<file path="src/rtl/core/nqsc_pkg.sv">
package nqsc_pkg;

    localparam int MAX_SIZE = 14;
    localparam int SIZE_W   = 4;
    localparam int COL_W    = (MAX_SIZE > 1) ? $clog2(MAX_SIZE) : 1;
    localparam int ROW_W    = $clog2(MAX_SIZE + 1);
    localparam int DIAG_W   = 2 * MAX_SIZE - 1;
    localparam int DIAG_IW  = $clog2(DIAG_W);
    localparam int COUNT_W  = 19;

    localparam logic [COUNT_W-1:0] COUNT_MAX   = '1;
    localparam logic [SIZE_W-1:0]  BOARD_RESET = SIZE_W'(8);

    localparam logic STATUS_DONE  = 1'b0;
    localparam logic STATUS_EMPTY = 1'b1;

    typedef logic [COL_W-1:0] t_col;
    typedef logic [ROW_W-1:0] t_row;

    typedef struct packed {
        logic hit;
        t_row row;
    } t_scan;

    typedef struct packed {
        logic               valid;
        logic [COUNT_W-1:0] total;
        logic               status;
    } t_result;

endpackage

</file>
<file path="src/rtl/core/n_queens_solution_counter.sv">
// N-queens solution counter.
// Config: i_cfg_we writes i_cfg_wdata into the board size register (reset 8).
// Input channel (i_in_valid / o_in_ready) carries one word, i_start_request.
// A word with the start bit low is taken and dropped without a result.
// A word with the start bit high runs a full depth-first search and yields
// one output word (o_out_valid / i_out_ready): solution total and status.
// Status 1 with total 0 means an empty or oversized board; no search runs.
// Each scan step places a queen or counts a full placement; a step back also
// passes through a pop state, since the placed-row stack is a memory with a
// registered read. A search enters from idle and ends in a finish state.
// One search runs at a time; o_in_ready is high only while the engine is idle.
// The result sits in an output register, so the engine returns to idle while
// the word waits; if the receiver stalls with a word held, a finished search
// holds its result until that register frees.
// Reset clears the control state and the output valid; the stack needs no
// clearing since each entry is written before it is read.
module n_queens_solution_counter (
    input  logic                        i_clk,
    input  logic                        i_rst_n,
    input  logic                        i_cfg_we,
    input  logic [nqsc_pkg::SIZE_W-1:0] i_cfg_wdata,
    input  logic                        i_in_valid,
    output logic                        o_in_ready,
    input  logic                        i_start_request,
    output logic                        o_out_valid,
    input  logic                        i_out_ready,
    output logic [nqsc_pkg::COUNT_W-1:0] o_solution_total,
    output logic                        o_search_status
);
    import nqsc_pkg::*;

    logic [SIZE_W-1:0]  r_board_size;
    logic               r_out_valid;
    logic [COUNT_W-1:0] r_out_total;
    logic               r_out_status;

    logic    idle;
    logic    out_free;
    logic    start;
    t_result result;

    assign out_free   = !r_out_valid || i_out_ready;
    assign o_in_ready = idle;
    assign start      = i_in_valid && idle && i_start_request;

    nqsc_search u_search (
        .i_clk      (i_clk),
        .i_rst_n    (i_rst_n),
        .i_start    (start),
        .i_size     (r_board_size),
        .i_out_free (out_free),
        .o_idle     (idle),
        .o_result   (result)
    );

    always_ff @(posedge i_clk) begin
        if (!i_rst_n) begin
            r_board_size <= BOARD_RESET;
            r_out_valid  <= 1'b0;
        end else begin
            if (i_cfg_we) begin
                r_board_size <= i_cfg_wdata;
            end
            if (result.valid && out_free) begin
                r_out_valid <= 1'b1;
            end else if (i_out_ready) begin
                r_out_valid <= 1'b0;
            end
        end
        if (result.valid && out_free) begin
            r_out_total  <= result.total;
            r_out_status <= result.status;
        end
    end

    assign o_out_valid      = r_out_valid;
    assign o_solution_total = r_out_total;
    assign o_search_status  = r_out_status;

endmodule

</file>
<file path="src/rtl/core/nqsc_stack_ram.sv">
module nqsc_stack_ram (
    input  logic          i_clk,
    input  logic          i_we,
    input  nqsc_pkg::t_col i_waddr,
    input  nqsc_pkg::t_row i_wdata,
    input  nqsc_pkg::t_col i_raddr,
    output nqsc_pkg::t_row o_rdata
);
    import nqsc_pkg::*;

    t_row r_mem [MAX_SIZE];
    t_row r_rdata;

    always_ff @(posedge i_clk) begin
        if (i_we) begin
            r_mem[i_waddr] <= i_wdata;
        end
        r_rdata <= r_mem[i_raddr];
    end

    assign o_rdata = r_rdata;

endmodule

</file>
<file path="src/rtl/core/nqsc_free_scan.sv">
module nqsc_free_scan (
    input  logic [nqsc_pkg::MAX_SIZE-1:0] i_row_mask,
    input  logic [nqsc_pkg::DIAG_W-1:0]   i_rise_mask,
    input  logic [nqsc_pkg::DIAG_W-1:0]   i_fall_mask,
    input  nqsc_pkg::t_col                i_col,
    input  logic [nqsc_pkg::SIZE_W-1:0]   i_size,
    input  nqsc_pkg::t_row                i_row_start,
    output nqsc_pkg::t_scan               o_scan
);
    import nqsc_pkg::*;

    logic [DIAG_IW-1:0]  fall_off;
    logic [DIAG_W-1:0]   rise_sh;
    logic [DIAG_W-1:0]   fall_sh;
    logic [MAX_SIZE-1:0] avail;

    // align both diagonal masks so that bit r belongs to row r of this column
    always_comb begin
        fall_off = DIAG_IW'(i_size) - DIAG_IW'(1) - DIAG_IW'(i_col);
        rise_sh  = i_rise_mask >> i_col;
        fall_sh  = i_fall_mask >> fall_off;
        for (int r = 0; r < MAX_SIZE; r++) begin
            avail[r] = !i_row_mask[r] && !rise_sh[r] && !fall_sh[r]
                       && (r >= int'(i_row_start)) && (r < int'(i_size));
        end
    end

    // lowest free row at or above the start row
    always_comb begin
        o_scan.hit = |avail;
        o_scan.row = '0;
        for (int r = MAX_SIZE - 1; r >= 0; r--) begin
            if (avail[r]) begin
                o_scan.row = ROW_W'(r);
            end
        end
    end

endmodule

</file>
<file path="src/rtl/core/nqsc_search.sv">
module nqsc_search (
    input  logic                        i_clk,
    input  logic                        i_rst_n,
    input  logic                        i_start,
    input  logic [nqsc_pkg::SIZE_W-1:0] i_size,
    input  logic                        i_out_free,
    output logic                        o_idle,
    output nqsc_pkg::t_result           o_result
);
    import nqsc_pkg::*;

    localparam logic [1:0] S_IDLE = 2'd0;
    localparam logic [1:0] S_SCAN = 2'd1;
    localparam logic [1:0] S_POP  = 2'd2;
    localparam logic [1:0] S_FIN  = 2'd3;

    logic [1:0]          r_state,     n_state;
    logic [SIZE_W-1:0]   r_size,      n_size;
    t_col                r_col,       n_col;
    t_row                r_row,       n_row;
    logic [MAX_SIZE-1:0] r_row_mask,  n_row_mask;
    logic [DIAG_W-1:0]   r_rise_mask, n_rise_mask;
    logic [DIAG_W-1:0]   r_fall_mask, n_fall_mask;
    logic [COUNT_W-1:0]  r_count,     n_count;
    logic                r_status,    n_status;

    t_scan              scan;
    logic               ram_we;
    t_col               ram_raddr;
    t_row               ram_rdata;
    logic               tog_en;
    t_row               tog_row;
    logic [DIAG_IW-1:0] rise_idx;
    logic [DIAG_IW-1:0] fall_idx;

    nqsc_free_scan u_scan (
        .i_row_mask  (r_row_mask),
        .i_rise_mask (r_rise_mask),
        .i_fall_mask (r_fall_mask),
        .i_col       (r_col),
        .i_size      (r_size),
        .i_row_start (r_row),
        .o_scan      (scan)
    );

    nqsc_stack_ram u_stack (
        .i_clk   (i_clk),
        .i_we    (ram_we),
        .i_waddr (r_col),
        .i_wdata (scan.row),
        .i_raddr (ram_raddr),
        .o_rdata (ram_rdata)
    );

    assign ram_raddr = r_col - t_col'(1);
    assign tog_row   = (r_state == S_POP) ? ram_rdata : scan.row;
    assign rise_idx  = DIAG_IW'(tog_row) + DIAG_IW'(r_col);
    assign fall_idx  = DIAG_IW'(tog_row) + DIAG_IW'(r_size) - DIAG_IW'(1) - DIAG_IW'(r_col);

    always_comb begin
        n_state     = r_state;
        n_size      = r_size;
        n_col       = r_col;
        n_row       = r_row;
        n_row_mask  = r_row_mask;
        n_rise_mask = r_rise_mask;
        n_fall_mask = r_fall_mask;
        n_count     = r_count;
        n_status    = r_status;
        ram_we      = 1'b0;
        tog_en      = 1'b0;

        unique case (r_state)
            S_IDLE: begin
                if (i_start) begin
                    n_size      = i_size;
                    n_col       = '0;
                    n_row       = '0;
                    n_row_mask  = '0;
                    n_rise_mask = '0;
                    n_fall_mask = '0;
                    n_count     = '0;
                    if (i_size == '0 || int'(i_size) > MAX_SIZE) begin
                        n_status = STATUS_EMPTY;
                        n_state  = S_FIN;
                    end else begin
                        n_status = STATUS_DONE;
                        n_state  = S_SCAN;
                    end
                end
            end
            S_SCAN: begin
                if (scan.hit) begin
                    if (SIZE_W'(r_col) + SIZE_W'(1) == r_size) begin
                        if (r_count != COUNT_MAX) begin
                            n_count = r_count + COUNT_W'(1);
                        end
                        n_row = scan.row + t_row'(1);
                    end else begin
                        ram_we = 1'b1;
                        tog_en = 1'b1;
                        n_col  = r_col + t_col'(1);
                        n_row  = '0;
                    end
                end else if (r_col == '0) begin
                    n_state = S_FIN;
                end else begin
                    // fetch the row placed one column back
                    n_col   = r_col - t_col'(1);
                    n_state = S_POP;
                end
            end
            S_POP: begin
                tog_en  = 1'b1;
                n_row   = ram_rdata + t_row'(1);
                n_state = S_SCAN;
            end
            S_FIN: begin
                if (i_out_free) begin
                    n_state = S_IDLE;
                end
            end
            default: begin
                n_state = S_IDLE;
            end
        endcase

        if (tog_en) begin
            n_row_mask  = r_row_mask ^ (MAX_SIZE'(1) << tog_row);
            n_rise_mask = r_rise_mask ^ (DIAG_W'(1) << rise_idx);
            n_fall_mask = r_fall_mask ^ (DIAG_W'(1) << fall_idx);
        end
    end

    always_ff @(posedge i_clk) begin
        if (!i_rst_n) begin
            r_state     <= S_IDLE;
            r_col       <= '0;
            r_row_mask  <= '0;
            r_rise_mask <= '0;
            r_fall_mask <= '0;
            r_count     <= '0;
        end else begin
            r_state     <= n_state;
            r_col       <= n_col;
            r_row_mask  <= n_row_mask;
            r_rise_mask <= n_rise_mask;
            r_fall_mask <= n_fall_mask;
            r_count     <= n_count;
        end
        r_size   <= n_size;
        r_row    <= n_row;
        r_status <= n_status;
    end

    assign o_idle          = (r_state == S_IDLE);
    assign o_result.valid  = (r_state == S_FIN);
    assign o_result.total  = r_count;
    assign o_result.status = r_status;

endmodule
</file>
<file path="config.mk">
export PLATFORM = sky130hd
export DESIGN_NAME = n_queens_solution_counter
export DESIGN_NICKNAME = d
export VERILOG_FILES = /design/src/rtl/core/nqsc_pkg.sv /design/src/rtl/core/n_queens_solution_counter.sv /design/src/rtl/core/nqsc_stack_ram.sv /design/src/rtl/core/nqsc_free_scan.sv /design/src/rtl/core/nqsc_search.sv
export SDC_FILE = /design/constraint.sdc
export NUM_CORES = 1
export LEC_CHECK = 0
export ABC_CLOCK_PERIOD_IN_PS = 6600
export BUFFER_PORTS_ARGS = -buffer_cell sky130_fd_sc_hd__buf_2
export CORE_MARGIN = 3
export CORE_UTILIZATION = 57
export CTS_CLUSTER_DIAMETER = 50
export DETAILED_ROUTE_END_ITERATION = 12
export PLACE_DENSITY = 0.78
export SYNTH_ARGS = -nofsm -noshare
export SYNTH_HDL_FRONTEND = slang
export SYNTH_SLANG_ARGS = --single-unit
</file>
<file path="constraint.sdc">
create_clock -name i_clk -period 6.6 [get_ports i_clk]
set_input_delay 0.99 -clock i_clk [delete_from_list [all_inputs] [get_ports i_clk]]
set_output_delay 0.99 -clock i_clk [all_outputs]
set_load 0.03 [all_outputs]
</file>
==> results.py, run 1 <==
metrics = {
    "cts": {
        "ctsHoldBuffers": 0,
        "htreeDepth": 4,
        "clock_sinks": 187,
        "path_clk_slew_ns": 0.08,
        "cts_root_buf": "clkbuf_16",
        "numCtsBuffers": 17,
        "cts_tree": "built",
        "clk_latency_ns": 0.45,
        "clk_path_buf_depth": 2,
    },
    "floorplanning": {
        "start_util": 0.582,
        "die_area_mm2": 0.0225,
        "ios": 32,
        "num_rows": 52,
        "core_area_mm2": 0.0203,
        "die_h_um": 150,
        "fp.dieW_um": 150,
    },
    "place": {
        "pre_cts_slack_ns": 0.200,
        "dpl.hpwl_um": 23800,
        "numPortBuffers": 31,
        "place.gp.congestion": 0.970,
        "dpl_cell_area_mm2": 0.0123,
    },
    "setup_path": {
        "rrSetupSlack_ns": 0.23,
        "slowest_stage": "fa_2",
        "cp-start-kind": "register",
        "path_buf_inv": 4,
        "path_delay_family": "adder cells",
        "r2r_start": "u_search.r_size[0]",
        "crit_type": "register to register",
        "worstPathArrival_ns": 6.75,
        "reg2regPathDepth": 20,
        "cp_max_fo": 15,
        "max_stage_delay_ns": 0.70,
        "worst_path_most_repeated_cell": "buf_4",
        "end_kind": "register",
        "reg2reg_to": "u_search.r_fall_mask[22]",
        "path_cells": "ha_1 > fa_2 > buf_4 > mux2_2 > mux4_2 > nand4_1 > o2111ai_1 > o21bai_2 > and3b_1 > a41oi_1 > buf_4 > inv_1 > fa_1 > ha_1 > a21oi_1 > xor2_1 > buf_4 > o2111ai_1 > or3_1 > o21ai_0",
        "worstPathRequired_ns": 6.97,
    },
    "cells_and_area": {
        "drive_gt1_frac": 0.192,
        "fin_area_mm2": 0.0129,
        "multi_input_area_mm2": 0.00682,
        "layout.nets": 1182,
        "nFillCells": 1667,
        "utilization": 0.638,
        "syn_to_final_growth_pct": 9.53,
        "n_antenna_cell": 0,
        "regArea_mm2": 0.00460,
    },
    "routing": {
        "drc": 0,
        "dr_wl_met2_um": 15000,
        "top_layer": "met4",
        "wl_met3_um": 2870,
        "dr.first_iter.drc_count": 1028,
        "dr.pass1.iters": 6,
        "vias": 9836,
        "met1_length_um": 14100,
        "wl_per_cell_um": 23.2,
        "postRouteAntennaNets": 0,
        "vias_per_cell": 6.92,
        "wl_um": 33000,
    },
    "synth": {
        "synth_area_per_cell_um2": 10.6,
        "ys_seq_area_frac": 0.389,
        "synth.ff_latch_count": 187,
        "synth-edff-count": 85,
        "yosysWarnings": 0,
        "yosysUniqueCellTypes": 92,
        "synth_fp_nets": 1154,
        "ys_top_cells_by_area": "edfxtp_1 (22%), dfxtp_1 (17%), mux4_2 (11%), mux2i_1 (4.5%), ha_1 (2.9%)",
        "async_reset_ff_frac": 0,
        "yosysTopAreaCell": "edfxtp_1",
        "synthesis.area_mm2": 0.0118,
        "synth_top_area_frac": 0.216,
        "ys.flop_type": "dfxtp_1",
        "syn_inst": 1110,
    },
    "global_route": {
        "grt_pass1_wl_um": 51300,
        "overflow": 0,
        "grt_max_degree": 51,
        "grt_antenna_before_repair": 0,
        "grt_pass1_vias": 9004,
        "grt_use_total": 0.296,
    },
    "sta": {
        "period_share": 0.966,
        "slew_viol_final": 0,
        "skew_ns": 0.0164,
        "hold_viol_final": 0,
        "fin_ws_ns": 0.225,
        "relSlewSlack": 0.368,
        "period_needed_ns": 6.37,
        "max_freq_mhz": 157,
        "setup_violations": 0,
        "worstMarginPinSlew_ns": 0.944,
    },
    "worst_hold_path": {
        "holdPathEnd": "o_search_status",
        "hp-start": "u_search.r_status",
        "hp-class": "register to register",
        "whs_path_depth": 0,
    },
    "outcome": {
        "outcome": "completed",
    },
    "pwr": {
        "power.leakage_nw": 4.27,
        "peakVddDrop_mv": 0.201,
        "p_per_area_mw_per_mm2": 341,
    },
    "job": {
        "cap_viol_max_count": 0,
    },
}
-- stage by stage --
step	TNS [ns]	hold WS (ns)	cells	total power [mW]
after global placement	0	0.402	1384	3.31
after detailed placement	0	0.407	1384	3.33
after floorplan	0	0.400	1110	2.80
final	0	0.423	1421	4.42
after global routing	-0.0170	0.431	1421	4.62
after CTS	0	0.425	1416	4.37
-- kinds of logic (layout without fill, tap and decap cells) --
kind of cell             after synthesis  after routing  synth area share
multiplexers                         135            135             0.179
XOR/XNOR                              25             25            0.0198
adder cells (fa/ha/maj)               34             34            0.0404
AO/OA/AOI/OAI                        302            302             0.190
flip-flops                           187            187             0.389
buffers and inverters                 93            134            0.0362
AND/OR/NAND/NOR                      334            334             0.147
-- worst max-delay path by stage --
stage | from | to | slack [ns] | depth (start not counted)
6_report | u_search.r_size[0] | u_search.r_fall_mask[22] | 0.23 | 20
5_1_grt | u_search.r_size[0] | u_search.r_fall_mask[22] | -0.02 | 21
4_1_cts | u_search.r_size[0] | u_search.r_fall_mask[15] | 0.17 | 20
3_5_place_dp | u_search.r_size[0] | u_search.r_fall_mask[15] | 0.20 | 20
3_3_place_gp | u_search.r_size[0] | u_search.r_fall_mask[22] | 0.40 | 20
2_1_floorplan | u_search.r_col[1] | u_search.r_fall_mask[15] | 0.02 | 25
-- state kept, by name (all words and copies together) (netlist names) --
register,flops
u_search.r_count,19
u_search.r_size,4
o_solution_total,19
u_search.r_row_mask,14
o_out_valid,1
o_search_status,1
u_search.r_row,4
u_search.r_status,1
u_search.r_fall_mask,27
u_search.r_rise_mask,27
u_search.u_stack.r_mem,56
u_search.r_col,4
r_board_size,4
u_search.r_state,2
u_search.u_stack.o_rdata,4
-- final cells by class --
class / count / area share
Multi-Input combinational cell: 830 / 0.527
Clock buffer: 19 / 0.0351
Tap cell: 270 / 0.0261
Inverter: 29 / 0.00841
Clock inverter: 13 / 0.0114
Timing Repair Buffer: 73 / 0.0373
Sequential cell: 187 / 0.355
-- cell usage after synthesis (all sizes together) (32+ instances only) --
cell / count
o31ai: 36
o211ai: 38
nor2: 59
or3: 32
buf: 33
mux2i: 53
dfxtp: 102
edfxtp: 85
nand2: 88
a21oi: 45
mux4: 58
o21ai: 48
-- cells in the final DEF (no fill, tap or decap), drive strengths merged, types with 11 or more instances in the layout --
master   count
o21ai       48
mux2i       53
o211ai      38
nand3       25
xor2        11
inv         33
a21oi       45
mux2        24
mux4        58
nor4        14
buf         73
ha          27
xnor2       14
o2111ai     16
dfxtp      102
or3         32
clkbuf      19
nor3        17
nor2        59
o31ai       36
nand2       88
nand2b      29
edfxtp      85
-- where the power goes --
part / internal, mW / switching [mW] / total, mW
logic: 0.628 / 1.36 / 1.98
clock network: 0.529 / 0.511 / 1.04
registers: 1.34 / 0.0550 / 1.40
-- layer usage --
layer	track usage	up-vias
li1	-	4446
met1	0.421	4826
met2	0.444	492
met3	0.0615	72
met4	0.116	0
met5	0	-
-- worst reg2reg max path, stage by stage, from the launching register on --
cell	delay, ns
edfxtp_1	0.40
ha_1	0.24
fa_2	0.70
buf_4	0.27
mux2_2	0.36
mux4_2	0.49
nand4_1	0.14
o2111ai_1	0.20
o21bai_2	0.23
and3b_1	0.30
a41oi_1	0.34
buf_4	0.20
inv_1	0.10
fa_1	0.49
ha_1	0.33
a21oi_1	0.26
xor2_1	0.22
buf_4	0.22
o2111ai_1	0.28
or3_1	0.41
o21ai_0	0.13
-- timing repair --
item,CTS,global route
setup endpoints to repair,0,26
setup buffers,0,5
resized for setup,0,2
No activity file was read; power rests on OpenSTA's default activity.
==> run 2, diff against run 1 <==
- MAX_ROUTING_LAYER: unset -> met4
==> results.py, run 2 (same netlist as run 1, synthesis figures left out) <==
metrics = {
    "outcome": {
        "outcome": "completed",
    },
    "floorplanning": {
        "start_util": 0.582,
        "num_rows": 52,
        "core_area_mm2": 0.0203,
        "ios": 32,
        "fp.dieW_um": 150,
        "die_h_um": 150,
        "die_area_mm2": 0.0225,
    },
    "place": {
        "place.gp.congestion": 0.987,
        "pre_cts_slack_ns": 0.385,
        "dp.cells": 1387,
        "numPortBuffers": 31,
        "dpl_cell_area_mm2": 0.0123,
        "dpl.hpwl_um": 24100,
    },
    "cells_and_area": {
        "largest_register": "u_search.u_stack.r_mem",
        "reg_top3": "u_search.u_stack.r_mem: 56 flops, u_search.r_fall_mask: 27 flops, u_search.r_rise_mask: 27 flops",
        "layout_commonest_cell": "dfxtp_1",
        "layout.nets": 1180,
        "largest_reg_flops": 56,
        "syn_to_final_growth_pct": 9.40,
        "most-common-layout-cells": "dfxtp_1 (100), nand2_1 (88), edfxtp_1 (85)",
        "drive_gt1_frac": 0.191,
        "final-instance-count-excl-fill": 1420,
        "nFillCells": 1641,
        "fin_area_mm2": 0.0129,
    },
    "sta": {
        "hold_viol_final": 0,
        "fin_ws_ns": 0.376,
        "tns_ns": 0,
        "fin_hold_ws_ns": 0.423,
        "max_freq_mhz": 161,
        "slew_viol_final": 0,
        "rsz0062_at_grt": "false",
        "relSlewSlack": 0.360,
        "period_needed_ns": 6.22,
        "setup_violations": 0,
        "period_share": 0.943,
        "skew_ns": 0.0100,
        "worstMarginPinSlew_ns": 0.956,
    },
    "global_route": {
        "overflow": 0,
        "grt_max_degree": 54,
        "grt_antenna_before_repair": 1,
        "grt_pass1_wl_um": 52600,
        "grt_use_total": 0.311,
        "grt_pass1_vias": 9070,
    },
    "cts": {
        "numCtsBuffers": 17,
        "path_clk_slew_ns": 0.08,
        "cts_root_buf": "clkbuf_16",
        "clk_path_buf_depth": 2,
        "cts_tree": "built",
        "ctsHoldBuffers": 0,
        "clk_latency_ns": 0.44,
        "clock_sinks": 187,
        "htreeDepth": 4,
    },
    "pwr": {
        "peakVddDrop_mv": 0.216,
        "p_per_area_mw_per_mm2": 343,
        "power.leakage_nw": 4.26,
    },
    "worst_hold_path": {
        "hp-class": "register to register",
    },
    "setup_path": {
        "end_kind": "register",
        "cp_max_fo": 45,
        "worstPathArrival_ns": 6.58,
        "cp-start-kind": "register",
        "rrSetupSlack_ns": 0.38,
        "crit_type": "register to register",
        "worstPathRequired_ns": 6.96,
    },
    "routing": {
        "dr.first_iter.drc_count": 1215,
        "postRouteAntennaNets": 0,
        "drc": 0,
        "wl_um": 33900,
        "vias_per_cell": 6.95,
        "dr.pass1.iters": 6,
        "vias": 9869,
        "wl_per_cell_um": 23.9,
    },
    "job": {
        "cap_viol_max_count": 0,
    },
}
[run 2: cell types whose count changed in the layout (fill, tap and decap cells not counted)]
cell / before / now
ha_1: 27 / 26
ha_2: 0 / 1
inv_4: 1 / 0
clkinv_8: 4 / 2
buf_4: 41 / 39
diode_2: 0 / 1
inv_8: 3 / 6
[run 2: report_power, final]
part	switching, mW	internal [mW]	total (mW)	leakage, nW
clock	0.508	0.531	1.04	0.291
sequential	0.0551	1.34	1.40	1.61
combinational	1.37	0.632	2.00	2.36
total	1.94	2.50	4.44	4.26
[run 2: area by class of cell]
class / count / area, um^2 / share of cell area
multi-input combinational: 830 / 6820 / 0.527
clock buffer: 19 / 454 / 0.0351
sequential: 187 / 4600 / 0.356
clock inverter: 13 / 143 / 0.0110
antenna: 1 / 2.50 / 0.000194
tap: 270 / 338 / 0.0261
timing repair buffer: 71 / 468 / 0.0362
inverter: 29 / 109 / 0.00842
[run 2: worst paths after layout]
path,startpoint,depth (start not counted),to
worst max-delay path,u_search.r_col[1],18,u_search.r_fall_mask[14]
worst max register to register,u_search.r_col[1],18,u_search.r_fall_mask[14]
worst min-delay path,u_search.r_status,0,o_search_status
worst min register to register,u_search.r_status,0,o_search_status
[run 2: stage by stage]
step                utilization  power [mW]
floorplan                     -        2.80
global placement          0.607        3.33
detailed placement        0.607        3.36
CTS                       0.636        4.40
global route              0.637        4.65
finish                    0.637        4.44
[run 2: per-layer routing]
layer | GRT usage | vias up | part of all wire
met1 | 0.433 | 4807 | 0.42
li1 | - | 4447 | -
met3 | 0.0709 | 69 | 0.096
met4 | 0.0984 | 0 | 0.025
met2 | 0.457 | 546 | 0.46
met5 | - | - | 0
[run 2: worst max-delay path, cell delays in order, from the launching register on]
cell and delay [ns]:
dfxtp_2 0.33, buf_4 0.50, mux4_2 0.61, a222oi_1 0.54, a21oi_1 0.23, a2111oi_0 0.48, a221oi_1 0.09, a211oi_1 0.30
o221ai_1 0.25, a31oi_1 0.47, fa_1 0.26, ha_1 0.17, inv_1 0.06, fa_1 0.37, xnor2_1 0.35, nand2b_1 0.21
a211o_1 0.36, or3_1 0.33, a21oi_1 0.18
[run 2: repair_timing]
| action | in CTS | in global routing |
|---|---|---|
| endpoints found under the setup margin | 0 | 13 |
| setup buffers | 0 | 0 |
| hold endpoints to repair | 0 | 0 |
| gates resized for setup | 0 | 3 |
